**config.mk**
```make
export PLATFORM = sky130hd
export DESIGN_NAME = slip_xor_frame_encoder
export DESIGN_NICKNAME = d
export VERILOG_FILES = /design/src/sxfe_pkg.sv /design/src/sxfe_framer.sv /design/src/sxfe_serializer.sv /design/src/slip_xor_frame_encoder.sv
export SDC_FILE = /design/constraint.sdc
export NUM_CORES = 1
export LEC_CHECK = 0
export BUFFER_PORTS_ARGS = -buffer_cell sky130_fd_sc_hd__buf_2
export CAP_MARGIN = 20
export CORE_ASPECT_RATIO = 2
export CORE_UTILIZATION = 60
export CTS_CLUSTER_DIAMETER = 200
export DETAILED_ROUTE_END_ITERATION = 6
export GPL_TIMING_DRIVEN = 0
export PLACE_DENSITY = 0.87
export SLEW_MARGIN = 10
export SYNTH_ARGS = -nofsm -noshare
export SYNTH_HDL_FRONTEND = slang
export SYNTH_SLANG_ARGS = --single-unit
```
**constraint.sdc**
```tcl
create_clock -name clk -period 8.17 [get_ports clk]
set_input_delay 0.817 -clock clk [delete_from_list [all_inputs] [get_ports clk]]
set_output_delay 0.817 -clock clk [all_outputs]
set_load 0.01 [all_outputs]
```
**src/sxfe_pkg.sv**
```systemverilog
// Shared constants and types of the SLIP frame encoder with XOR checksum.
package sxfe_pkg;

  localparam logic [7:0] FRAME_END = 8'hC0;
  localparam logic [7:0] FRAME_ESC = 8'hDB;
  localparam logic [7:0] ESC_END   = 8'hDC;
  localparam logic [7:0] ESC_ESC   = 8'hDD;

  // Opening delimiter, two escaped bytes, two escaped checksum bytes, close.
  localparam int MAX_LINE = 6;
  localparam int CNT_W    = $clog2(MAX_LINE + 1);

  typedef logic [7:0] byte_t;

  // Line bytes produced by one input item, drained in order.
  typedef struct packed {
    logic [MAX_LINE-1:0][7:0] bytes;
    logic [CNT_W-1:0]         count;  // 1..MAX_LINE
    logic                     eof;    // final entry closes the frame
  } line_list_t;

  typedef struct packed {
    logic can_load;  // list register empties this cycle or is empty
  } ser_status_t;

  // Number of line bytes for one escaped byte.
  function automatic logic [CNT_W-1:0] esc_len(input byte_t b);
    esc_len = ((b == FRAME_END) || (b == FRAME_ESC)) ? CNT_W'(2) : CNT_W'(1);
  endfunction

  function automatic byte_t esc_first(input byte_t b);
    esc_first = ((b == FRAME_END) || (b == FRAME_ESC)) ? FRAME_ESC : b;
  endfunction

  function automatic byte_t esc_second(input byte_t b);
    esc_second = (b == FRAME_END) ? ESC_END : ESC_ESC;
  endfunction

endpackage

```
**src/sxfe_framer.sv**
```systemverilog
// Frame state and expansion of one payload byte into its list of line bytes.
module sxfe_framer (
  input  logic                clk,
  input  logic                rst,
  input  logic                accept,
  input  sxfe_pkg::byte_t     data_byte,
  input  logic                last_of_frame,
  output sxfe_pkg::line_list_t list
);

  sxfe_pkg::byte_t running_xor;
  sxfe_pkg::byte_t running_xor_next;
  logic            inside_frame;
  sxfe_pkg::byte_t csum;

  logic [sxfe_pkg::CNT_W-1:0] n_open;
  logic [sxfe_pkg::CNT_W-1:0] n_data;
  logic [sxfe_pkg::CNT_W-1:0] n_csum;

  assign running_xor_next = running_xor ^ data_byte;
  assign csum             = running_xor_next;

  // Positions: [open] data(1..2) [csum(1..2) close]
  assign n_open = inside_frame ? sxfe_pkg::CNT_W'(0) : sxfe_pkg::CNT_W'(1);
  assign n_data = n_open + sxfe_pkg::esc_len(data_byte);
  assign n_csum = n_data + sxfe_pkg::esc_len(csum);

  always_comb begin
    list.bytes = '0;
    if (!inside_frame) begin
      list.bytes[0] = sxfe_pkg::FRAME_END;
    end
    list.bytes[n_open] = sxfe_pkg::esc_first(data_byte);
    if (sxfe_pkg::esc_len(data_byte) == sxfe_pkg::CNT_W'(2)) begin
      list.bytes[n_open + sxfe_pkg::CNT_W'(1)] = sxfe_pkg::esc_second(data_byte);
    end
    if (last_of_frame) begin
      list.bytes[n_data] = sxfe_pkg::esc_first(csum);
      if (sxfe_pkg::esc_len(csum) == sxfe_pkg::CNT_W'(2)) begin
        list.bytes[n_data + sxfe_pkg::CNT_W'(1)] = sxfe_pkg::esc_second(csum);
      end
      list.bytes[n_csum] = sxfe_pkg::FRAME_END;
    end
    list.count = last_of_frame ? (n_csum + sxfe_pkg::CNT_W'(1)) : n_data;
    list.eof   = last_of_frame;
  end

  always_ff @(posedge clk) begin
    if (rst) begin
      running_xor  <= '0;
      inside_frame <= 1'b0;
    end else if (accept) begin
      if (last_of_frame) begin
        running_xor  <= '0;
        inside_frame <= 1'b0;
      end else begin
        running_xor  <= running_xor_next;
        inside_frame <= 1'b1;
      end
    end
  end

endmodule

```
**src/sxfe_serializer.sv**
```systemverilog
// Result register for an item's line bytes, one per cycle while out_ready.
module sxfe_serializer (
  input  logic                 clk,
  input  logic                 rst,
  input  logic                 load,
  input  sxfe_pkg::line_list_t list_in,
  output sxfe_pkg::ser_status_t status,
  output logic                 out_valid,
  input  logic                 out_ready,
  output sxfe_pkg::byte_t      out_byte,
  output logic                 out_eof
);

  sxfe_pkg::line_list_t      list;
  logic [sxfe_pkg::CNT_W-1:0] idx;
  logic                      busy;
  logic                      last_pos;

  assign last_pos  = (idx == (list.count - sxfe_pkg::CNT_W'(1)));
  assign out_valid = busy;
  assign out_byte  = list.bytes[idx];
  assign out_eof   = list.eof && last_pos;

  assign status.can_load = !busy || (out_ready && last_pos);

  always_ff @(posedge clk) begin
    if (rst) begin
      busy <= 1'b0;
      idx  <= '0;
    end else if (load) begin
      busy <= 1'b1;
      idx  <= '0;
    end else if (busy && out_ready) begin
      if (last_pos) begin
        busy <= 1'b0;
      end else begin
        idx <= idx + sxfe_pkg::CNT_W'(1);
      end
    end
  end

  always_ff @(posedge clk) begin
    if (load) begin
      list <= list_in;
    end
  end

endmodule

```
**src/slip_xor_frame_encoder.sv**
```systemverilog
// SLIP frame encoder with XOR checksum: payload bytes in, SLIP line bytes out.
// Each input item is expanded in one pass into its 1 to 6 line bytes (opening
// delimiter on the first byte of a frame, the byte escaped, and on the last
// byte the escaped XOR checksum and the closing delimiter with tlast). The
// list is held in a result register and sent one line byte per cycle while
// m_tready is high. An item has one line byte for a plain mid-frame byte, two
// for an escaped one, up to six for a one-byte frame with escaped data and
// checksum. The next item is taken in the cycle the previous list sends its
// final byte, so the output runs without gaps.
module slip_xor_frame_encoder (
  input  logic       clk,
  input  logic       rst,
  input  logic       s_tvalid,
  output logic       s_tready,
  input  logic [7:0] s_tdata,   // [7:0] data_byte
  input  logic       s_tlast,   // last_of_frame
  output logic       m_tvalid,
  input  logic       m_tready,
  output logic [7:0] m_tdata,   // [7:0] line_byte
  output logic       m_tlast    // end_of_frame
);

  sxfe_pkg::line_list_t  list;
  sxfe_pkg::ser_status_t status;
  logic                  accept;

  assign s_tready = status.can_load;
  assign accept   = s_tvalid && s_tready;

  sxfe_framer u_framer (
    .clk           (clk),
    .rst           (rst),
    .accept        (accept),
    .data_byte     (s_tdata),
    .last_of_frame (s_tlast),
    .list          (list)
  );

  sxfe_serializer u_ser (
    .clk       (clk),
    .rst       (rst),
    .load      (accept),
    .list_in   (list),
    .status    (status),
    .out_valid (m_tvalid),
    .out_ready (m_tready),
    .out_byte  (m_tdata),
    .out_eof   (m_tlast)
  );

endmodule

```
==> impl_metrics.csv, run 1 <==
group,metric,value,unit
sta,slew_viol_final,0,
synth,synthDistinctLibCells,68,
sta,max_freq,193,MHz
critical_path,reg2reg_slack,3140,ps
floorplan,die_w,61.5,µm
routing,vias_per_cell,6.65,
clocking,clk_pin_slew,50,ps
routing,wl,13100,µm
clocking,root_buffer,"clkbuf_16",
floorplan,die-height,121,µm
synth,ys_seq_area_share,42.8,%
critical_path,r2r-start,"u_framer.inside_frame",
critical_path,worstRegToRegCells,15,
clocking,clk_path_buf_depth,2,
critical_path,required,8350,ps
routing,ant_nets,0,
grt,use_met1,40.3,%
clocking,cts_htree_levels,3,
min_path,hold_path_depth,2,
routing,vias,3769,
critical_path,critical_path_class,"input port to flop",
floorplan,start_util,61.7,%
sta,tightest_slew,856,ps
final_layout,drive_above_1_share,15.5,%
synth,syn_inst,441,
final_layout,syn_to_final_growth,12.9,%
grt,met2_usage,67.1,%
synth,async_flop_share,0,%
sta,hold_ws,529,ps
final_layout,antenna_cells,0,
critical_path,critPathArrivalTime,5370,ps
final_layout,layout_commonest_cell,"edfxtp_1",
sta,final-hold-violation-count,0,
placed_design,place_hpwl,9990,µm
power,cellPowerDensity,200,nW/µm²
routing,drt-pass1-iter-count,5,
critical_path,end_kind,"flop",
min_path,min_from,"u_framer.running_xor[7]",
clocking,cts.sinks,65,
clocking,post-cts-setup-buffers,0,
floorplan,num_rows,43,
critical_path,worst_r2r_endpoint,"u_ser.list[46]",
final_layout,register_area,1820,µm²
final_layout,fillers,549,
power,power.leakage,1.76,nW
routing,first_iter_violations,226,
outcome,status,"completed",
sta,setup_tns,0,ps
clocking,cts_hold_buf,0,
clocking,cts_resized,0,
synth,netlist_area,4250,µm²
min_path,min_path_type,"flop to flop",
floorplan,core_area,6890,µm²
power,ir_drop,0.000117,V
synth,syn-num-nets,463,
critical_path,crit_fanout,10,
synth,yosys_most_used_dff,"edfxtp_1",
synth,synth_edf_count,52,
grt,grt_max_degree,47,
placed_design,portBuffers,20,
grt,grt_pass1_vias,3780,
routing,remaining_drc_errors,0,
sta,fin_crit,5190,ps
grt,grt_usage,38.8,%
grt,grt.busiest_layer,"met2",
grt,grt.overflow.total,0,
final_layout,final_cell_mix,"edfxtp_1 (52), nor2_1 (42), a21oi_1 (39), nand2_1 (38), buf_2 (27)",
floorplan,ios,24,
sta,rsz0062_at_grt,"no",
sta,period_share,63.5,%
grt,grt_pass1_wl,20100,µm
final_layout,multi_input_area,2170,µm²
placed_design,routabilityCongestion,0.997,
routing,wl_per_cell,23.2,µm
critical_path,cp-start-kind,"input port",
min_path,hold_path_end,"u_framer.running_xor[7]",
floorplan,die_area,7450,µm²
job,maxCapViolations,0,
grt,grt_use_met3,5.86,%
sta,relSlewSlack,42.9,%
clocking,numCtsBuffers,9,
clocking,cts_tree,"yes",
synth,yosys_warnings,0,
grt,antenna_found_initial,0,
clocking,clk_latency,340,ps
sta,finalSetupViolations,0,
sta,clock_skew,7.37,ps
synth,ys_seq_elements,65,
final_layout,nNetsFinal,495,
synth,synthesis.area_per_instance,9.64,µm²
-- through the flow --
step | instance area (µm²) | setup slack, ps | util [%] | std cells | total power, mW
after CTS | 4800 | 3170 | 69.7 | 567 | 0.954
after detailed placement | 4480 | 2810 | 65.1 | 552 | 0.552
after global routing | 4800 | 2780 | 69.7 | 567 | 0.982
after global placement | 4460 | 2920 | 64.8 | 551 | 0.544
after floorplan | 4250 | 3830 | - | 441 | 0.501
final | 4800 | 2980 | 69.7 | 567 | 0.959
-- kinds of logic (layout without fill, tap and decap cells) --
logic type	Yosys count	after routing	synth area share, %
fa+ha+maj	10	10	3.09
xor+xnor	21	21	4.86
simple gates	145	145	16.9
buf+inv	57	93	6.03
flops	65	65	42.8
mux	19	19	6.83
compound gates	124	124	19.5
-- power breakdown --
part / internal (mW) / total (mW) / switching [mW]
Clock: 0.274 / 0.409 / 0.135
Sequential: 0.383 / 0.392 / 0.00933
Combinational: 0.0546 / 0.158 / 0.103
Total: 0.711 / 0.959 / 0.248
-- routing by layer --
layer	routed length (µm)	vias up
met4	1010	0
li1	-	1699
met2	7050	207
met1	4370	1797
met3	708	66
met5	0	-
-- synthesized netlist by cell type, drive strengths merged, types with 2 or more instances --
| cell | instances | area share, % |
|---|---|---|
| nor3b | 2 | 0.35 |
| nand3b | 7 | 1.2 |
| xor2 | 9 | 1.9 |
| a31oi | 9 | 1.5 |
| a211oi | 7 | 1.4 |
| and2 | 2 | 0.29 |
| nor2 | 42 | 3.7 |
| a41oi | 2 | 0.41 |
| a31o | 2 | 0.41 |
| nand3 | 17 | 2.0 |
| inv | 23 | 2.0 |
| o211ai | 3 | 0.85 |
| xnor2 | 11 | 2.4 |
| mux2i | 11 | 2.6 |
| o31ai | 2 | 0.35 |
| nor2b | 2 | 0.29 |
| nand4 | 4 | 0.74 |
| o21ai | 25 | 2.9 |
| edfxtp | 52 | 37 |
| and3 | 6 | 0.88 |
| dfxtp | 13 | 6.1 |
| mux4 | 8 | 4.2 |
| clkbuf | 20 | 1.8 |
| a21o | 3 | 0.53 |
| nor3 | 17 | 2.1 |
| a21oi | 42 | 5.4 |
| a2111oi | 2 | 0.47 |
| a211o | 2 | 0.41 |
| buf | 13 | 2.1 |
| nand2 | 39 | 3.6 |
| ha | 8 | 2.4 |
| o22ai | 10 | 1.5 |
| o211a | 5 | 1.2 |
| nand2b | 2 | 0.29 |
-- final cells by class --
class,count,area share [%]
timing repair buffer,21,2.50
clock inverter,3,1.41
tap,90,2.35
multi-input combinational,319,45.3
sequential,65,38.0
buffer,33,3.47
inverter,24,1.88
clock buffer,12,5.14
-- sequential cells by signal, summed over array words and instances (netlist names) --
name / cells
u_ser.list: 52
u_framer.running_xor: 8
u_ser.idx: 3
u_framer.inside_frame: 1
u_ser.out_valid: 1
-- worst max-delay path, stage by stage --
cell and delay, ps:
buf_2 120, buf_2 180, nor4_2 400, o21a_1 200
buf_2 220, ha_1 150, clkbuf_1 280, clkbuf_1 470
inv_1 180, nand2_1 110, fa_1 400, clkbuf_1 240
nand2b_1 140, mux2i_1 230, a2111oi_1 800, nor2_1 240
a21oi_1 180
-- worst max-delay path by stage --
stage               startpoint             end  slack, ps  depth (start not counted)
floorplan           s_tdata[1]  u_ser.list[38]       3830                         16
global placement    s_tdata[4]  u_ser.list[46]       2920                         17
detailed placement  s_tdata[4]  u_ser.list[44]       2810                         17
CTS                 s_tdata[4]  u_ser.list[46]       3170                         17
global route        s_tdata[4]  u_ser.list[46]       2780                         17
finish              s_tdata[4]  u_ser.list[46]       2980                         17
(Power assumes the default switching activity.)
==> run 2, diff against run 1 <==
==> constraint.sdc (replaced) <==
create_clock -name clk -period 4.95 [get_ports clk]
set_input_delay 0.495 -clock clk [delete_from_list [all_inputs] [get_ports clk]]
set_output_delay 0.495 -clock clk [all_outputs]
set_load 0.01 [all_outputs]
==> run 2 against run 1 <==
  * Flip-flop and latch count stayed put
  * First-iteration DRC count grew 1.3%
  * Sequential power up 65%
  * Non-clock buffer count unchanged
  * Clock power up 65%
  * Die area is the same
  * Largest cell class unchanged
==> impl_metrics.csv, run 2 (synthesis results as in run 1) <==
group,metric,value,unit
final_layout,antenna_cells,0,
min_path,min_path_type,"input port to flop",
floorplan,die_w,61.5,µm
floorplan,core_area,6890,µm²
final_layout,fillers,547,
critical_path,r2r-start,"u_framer.inside_frame",
critical_path,end_kind,"flop",
floorplan,ios,24,
routing,wl_per_cell,23.2,µm
sta,clock_skew,8.27,ps
grt,grt_max_degree,47,
routing,vias_per_cell,6.60,
final_layout,nNetsFinal,495,
floorplan,die_area,7450,µm²
critical_path,critical_path_class,"flop to flop",
routing,first_iter_violations,229,
power,swShare,25.9,%
floorplan,num_rows,43,
placed_design,portBuffers,20,
clocking,cts_htree_levels,3,
placed_design,post_dp_cell_area,4480,µm²
sta,setup_ws,326,ps
critical_path,worst_r2r_endpoint,"u_ser.list[17]",
clocking,clk_latency,340,ps
routing,vias,3740,
routing,ant_nets,0,
final_layout,final_cells,567,
clocking,cts_tree,"yes",
outcome,status,"completed",
critical_path,crit_fanout,12,
power,p_total,1.58,mW
power,power.leakage,1.76,nW
min_path,min_from,"s_tlast",
grt,grt_pass1_wl,20100,µm
routing,drt-pass1-iter-count,5,
sta,slew_viol_final,0,
final_layout,multi_input_area,2190,µm²
final_layout,drive_above_1_share,16.4,%
final_layout,register_area,1820,µm²
clocking,numCtsBuffers,9,
floorplan,die-height,121,µm
critical_path,reg2reg_slack,330,ps
routing,remaining_drc_errors,0,
sta,rsz0062_at_grt,"no",
sta,max_freq,216,MHz
critical_path,cp-start-kind,"flop",
final_layout,reg_top3,"u_ser.list: 52 flops, u_framer.running_xor: 8 flops, u_ser.idx: 3 flops",
placed_design,routabilityCongestion,0.997,
power,cellPowerDensity,329,nW/µm²
clocking,root_buffer,"clkbuf_16",
power,p_seq_share,40.9,%
final_layout,syn_to_final_growth,13.2,%
critical_path,critPathArrivalTime,4690,ps
routing,wl,13200,µm
critical_path,crit_path_end,"u_ser.list[17]",
power,p_clk_share,42.5,%
grt,antenna_found_initial,0,
power,pwr-share-comb,16.6,%
power,p_int,1.17,mW
grt,grt_pass1_vias,3780,
final_layout,largest_reg_flops,52,
final_layout,regMostFlops,"u_ser.list",
clocking,cts_hold_buf,0,
critical_path,required,5020,ps
clocking,clk_pin_slew,50,ps
sta,finalSetupViolations,0,
placed_design,place_inst,552,
clocking,clk_path_buf_depth,2,
critical_path,worstRegToRegCells,15,
power,ir_drop,0.000192,V
sta,fin_crit,4620,ps
final_layout,layout_commonest_cell,"edfxtp_1",
power,p_sw,410,µW
sta,relSlewSlack,43.2,%
sta,tightest_slew,852,ps
final_layout,final_cell_mix,"edfxtp_1 (52), nor2_1 (42), a21oi_1 (39), nand2_1 (38), buf_2 (27)",
sta,final-hold-violation-count,0,
job,maxCapViolations,0,
critical_path,crit_path_start,"u_framer.inside_frame",
clocking,cts.sinks,65,
final_layout,final_area,4810,µm²
sta,period_share,93.4,%
placed_design,place_hpwl,9990,µm
grt,grt.overflow.total,0,
placed_design,post-place-ws,-91.0,ps
floorplan,start_util,61.7,%
grt,grt_usage,38.8,%
-- run 2: worst min path at each step --
stage	endpoint	slack (ps)	cells after the start
floorplan	u_framer.running_xor[6]	490	2
global placement	u_ser.out_valid	480	2
detailed placement	u_ser.out_valid	510	2
CTS	u_ser.list[0]	360	1
global route	u_ser.list[0]	370	1
finish	u_ser.list[0]	360	1
-- run 2: power groups by stage --
stage / Clock [mW] / Sequential, mW / Combinational, mW
final: 0.674 / 0.648 / 0.263
after global routing: 0.691 / 0.650 / 0.283
after CTS: 0.671 / 0.647 / 0.256
after detailed placement: 0 / 0.657 / 0.253
after global placement: 0 / 0.656 / 0.243
after floorplan: 0 / 0.652 / 0.175
-- run 2: metal layers --
layer / part of all wire (%) / GRT usage [%]
met2: 54 / 67.1
met3: 5.0 / 5.86
met1: 34 / 40.3
met5: 0 / 0
met4: 7.6 / 27.1
-- run 2: critical path: stages, from the launching register on --
cell and delay [ps]:
dfxtp_1 400, clkbuf_1 380, inv_1 130, clkbuf_1 310
ha_1 380, clkbuf_1 190, clkbuf_2 270, inv_1 160
nand2_1 80, fa_1 480, clkbuf_1 350, inv_1 210
nor2_1 250, nand3_1 250, a31oi_2 390, nor2b_1 130
-- run 2: what timing repair did --
action | CTS | global route
setup buffers | 0 | 0
resized for setup | 0 | 5
endpoints found under the setup margin | 0 | 12
-- run 2: cell type report --
cell class                      instances  share of cell area, %
Clock inverter                          3                   1.40
Tap cell                               90                   2.34
Multi-Input combinational cell        319                   45.4
Buffer                                 33                   3.48
Inverter                               24                   1.87
Sequential cell                        65                   37.9
Clock buffer                           12                   5.12
Timing Repair Buffer                   21                   2.50
-- run 2: metrics by stage --
stage	TNS [ps]	util [%]	hold slack [ps]
after global routing	0	69.9	367
after global placement	0	64.8	485
after CTS	0	69.7	361
after detailed placement	-365	65.1	506
final	0	69.9	360
after floorplan	0	-	486
==> run 3, diff against run 2 <==
==> constraint.sdc (replaced) <==
create_clock -name clk -period 4.65 [get_ports clk]
set_input_delay 0.465 -clock clk [delete_from_list [all_inputs] [get_ports clk]]
set_output_delay 0.465 -clock clk [all_outputs]
set_load 0.01 [all_outputs]
==> run 3 against run 2 <==
  * Via count increased by 0.64%
  * Global-route usage increased by 0.094 points
  * Die area unchanged
  * Register-to-register slack got worse by 60 ps
  * First-iteration DRC count increased by 13%
  * Final cell count decreased by 0.35%
  * Critical path type unchanged
  * Critical endpoint is now u_ser.list[13]
==> impl_metrics.csv, run 3 (synthesis results as in run 1) <==
group,metric,value,unit
clocking,cts.sinks,65,
clocking,clk_pin_slew,50,ps
final_layout,final_cells,565,
routing,first_iter_violations,258,
floorplan,start_util,61.7,%
critical_path,end_kind,"flop",
critical_path,critPathArrivalTime,4450,ps
floorplan,die_area,7450,µm²
clocking,cts_tree,"yes",
outcome,status,"completed",
floorplan,num_rows,43,
routing,remaining_drc_errors,0,
routing,vias,3764,
sta,period_share,94.3,%
critical_path,crit_path_max_incr_delay,770,ps
grt,antenna_found_initial,0,
power,cellPowerDensity,351,nW/µm²
grt,grt.overflow.total,0,
critical_path,cp-start-kind,"flop",
final_layout,fillers,545,
critical_path,critPathSlowestCell,"fa_1",
critical_path,cpLargestDelayFamily,"simple AND/OR/NAND/NOR gates",
routing,ant_nets,0,
final_layout,drive_above_1_share,16.6,%
grt,grt_pass1_wl,20100,µm
floorplan,ios,24,
grt,grt_usage,38.9,%
routing,drt-pass1-iter-count,5,
floorplan,core_area,6890,µm²
placed_design,place_hpwl,9990,µm
sta,clock_skew,7.11,ps
final_layout,nNetsFinal,493,
clocking,root_buffer,"clkbuf_16",
power,ir_drop,0.000211,V
final_layout,regMostFlops,"u_ser.list",
power,power.leakage,1.76,nW
final_layout,largest_reg_flops,52,
placed_design,portBuffers,20,
sta,fin_crit,4380,ps
sta,relSlewSlack,42.2,%
clocking,cts_htree_levels,3,
power,p_total,1.69,mW
final_layout,reg_top3,"u_ser.list: 52 flops, u_framer.running_xor: 8 flops, u_ser.idx: 3 flops",
critical_path,path_buf_inv,5,
placed_design,post-place-ws,-361,ps
critical_path,reg2reg_slack,270,ps
final_layout,antenna_cells,0,
critical_path,critical_path_class,"flop to flop",
final_layout,layout_commonest_cell,"edfxtp_1",
clocking,clk_latency,330,ps
grt,grt_max_degree,47,
floorplan,die_w,61.5,µm
job,maxCapViolations,0,
clocking,numCtsBuffers,9,
placed_design,routabilityCongestion,0.997,
sta,finalSetupViolations,0,
placed_design,place_inst,552,
routing,vias_per_cell,6.66,
final_layout,final_cell_mix,"edfxtp_1 (52), nor2_1 (42), a21oi_1 (39), nand2_1 (38), buf_2 (27)",
floorplan,die-height,121,µm
sta,slew_viol_final,0,
sta,rsz0062_at_grt,"no",
clocking,clk_path_buf_depth,2,
grt,grt_pass1_vias,3783,
final_layout,syn_to_final_growth,13.0,%
sta,setup_ws,265,ps
critical_path,required,4710,ps
min_path,min_path_type,"input port to flop",
routing,wl_per_cell,23.3,µm
critical_path,crit_fanout,10,
sta,tightest_slew,867,ps
critical_path,crit_chain,"xnor2_1 -> nand4_1 -> a21oi_4 -> buf_6 -> inv_2 -> buf_6 -> buf_6 -> fa_1 -> inv_1 -> nor2_1 -> nand3_1 -> a31oi_2 -> a21oi_1",
sta,max_freq,228,MHz
critical_path,crit_top_cell,"buf_6",
routing,wl,13200,µm
sta,final-hold-violation-count,0,
-- run 3: metal layers --
layer	GRT usage (%)	routed length, µm	vias up
met3	5.86	706	63
met2	67.3	7090	223
met5	0	0	-
li1	-	-	1693
met4	26.4	957	0
met1	40.7	4430	1785
-- run 3: layout make-up --
cell class	count	area (µm²)	share of cell area [%]
clock buffer	12	246	5.13
sequential	65	1820	37.9
multi-input combinational	319	2190	45.5
clock inverter	3	67.6	1.41
timing repair buffer	21	120	2.50
buffer	31	161	3.36
inverter	24	90.1	1.87
tap	90	113	2.34
-- run 3: worst register-to-register path: stages (launching register included) --
cell	delay, ps
dfxtp_1	340
xnor2_1	580
nand4_1	420
a21oi_4	260
buf_6	180
inv_2	50
buf_6	140
buf_6	160
fa_1	770
inv_1	200
nor2_1	240
nand3_1	240
a31oi_2	390
a21oi_1	130
-- run 3: power breakdown --
| part | internal, mW | switching, mW |
|---|---|---|
| logic | 0.0972 | 0.183 |
| registers | 0.673 | 0.0163 |
| clock network | 0.481 | 0.237 |
| total | 1.25 | 0.437 |
-- run 3: path summary, 6_finish.rpt --
| check | start | end | cells after the start |
|---|---|---|---|
| worst max-delay path | u_framer.running_xor[2] | u_ser.list[13] | 13 |
| worst min-delay path | s_tlast | u_ser.list[0] | 1 |
| worst max register to register | u_framer.running_xor[2] | u_ser.list[13] | 13 |
| worst min register to register | u_ser.out_valid | u_ser.out_valid | 2 |
-- run 3: repair_timing --
action,CTS,global route
gates resized for setup,2,5
setup buffers,0,0
endpoints found under the setup margin,7,31
hold buffers,0,0
-- run 3: metrics by stage --
stage          area [µm²]  hold WS (ps)  util, %  TNS [ps]
2_1_floorplan        4250           486        -         0
3_3_place_gp         4460           485     64.8     -1920
3_5_place_dp         4480           506     65.1     -4170
4_1_cts              4810           331     69.8         0
5_1_grt              4810           337     69.8         0
6_report             4810           331     69.8         0
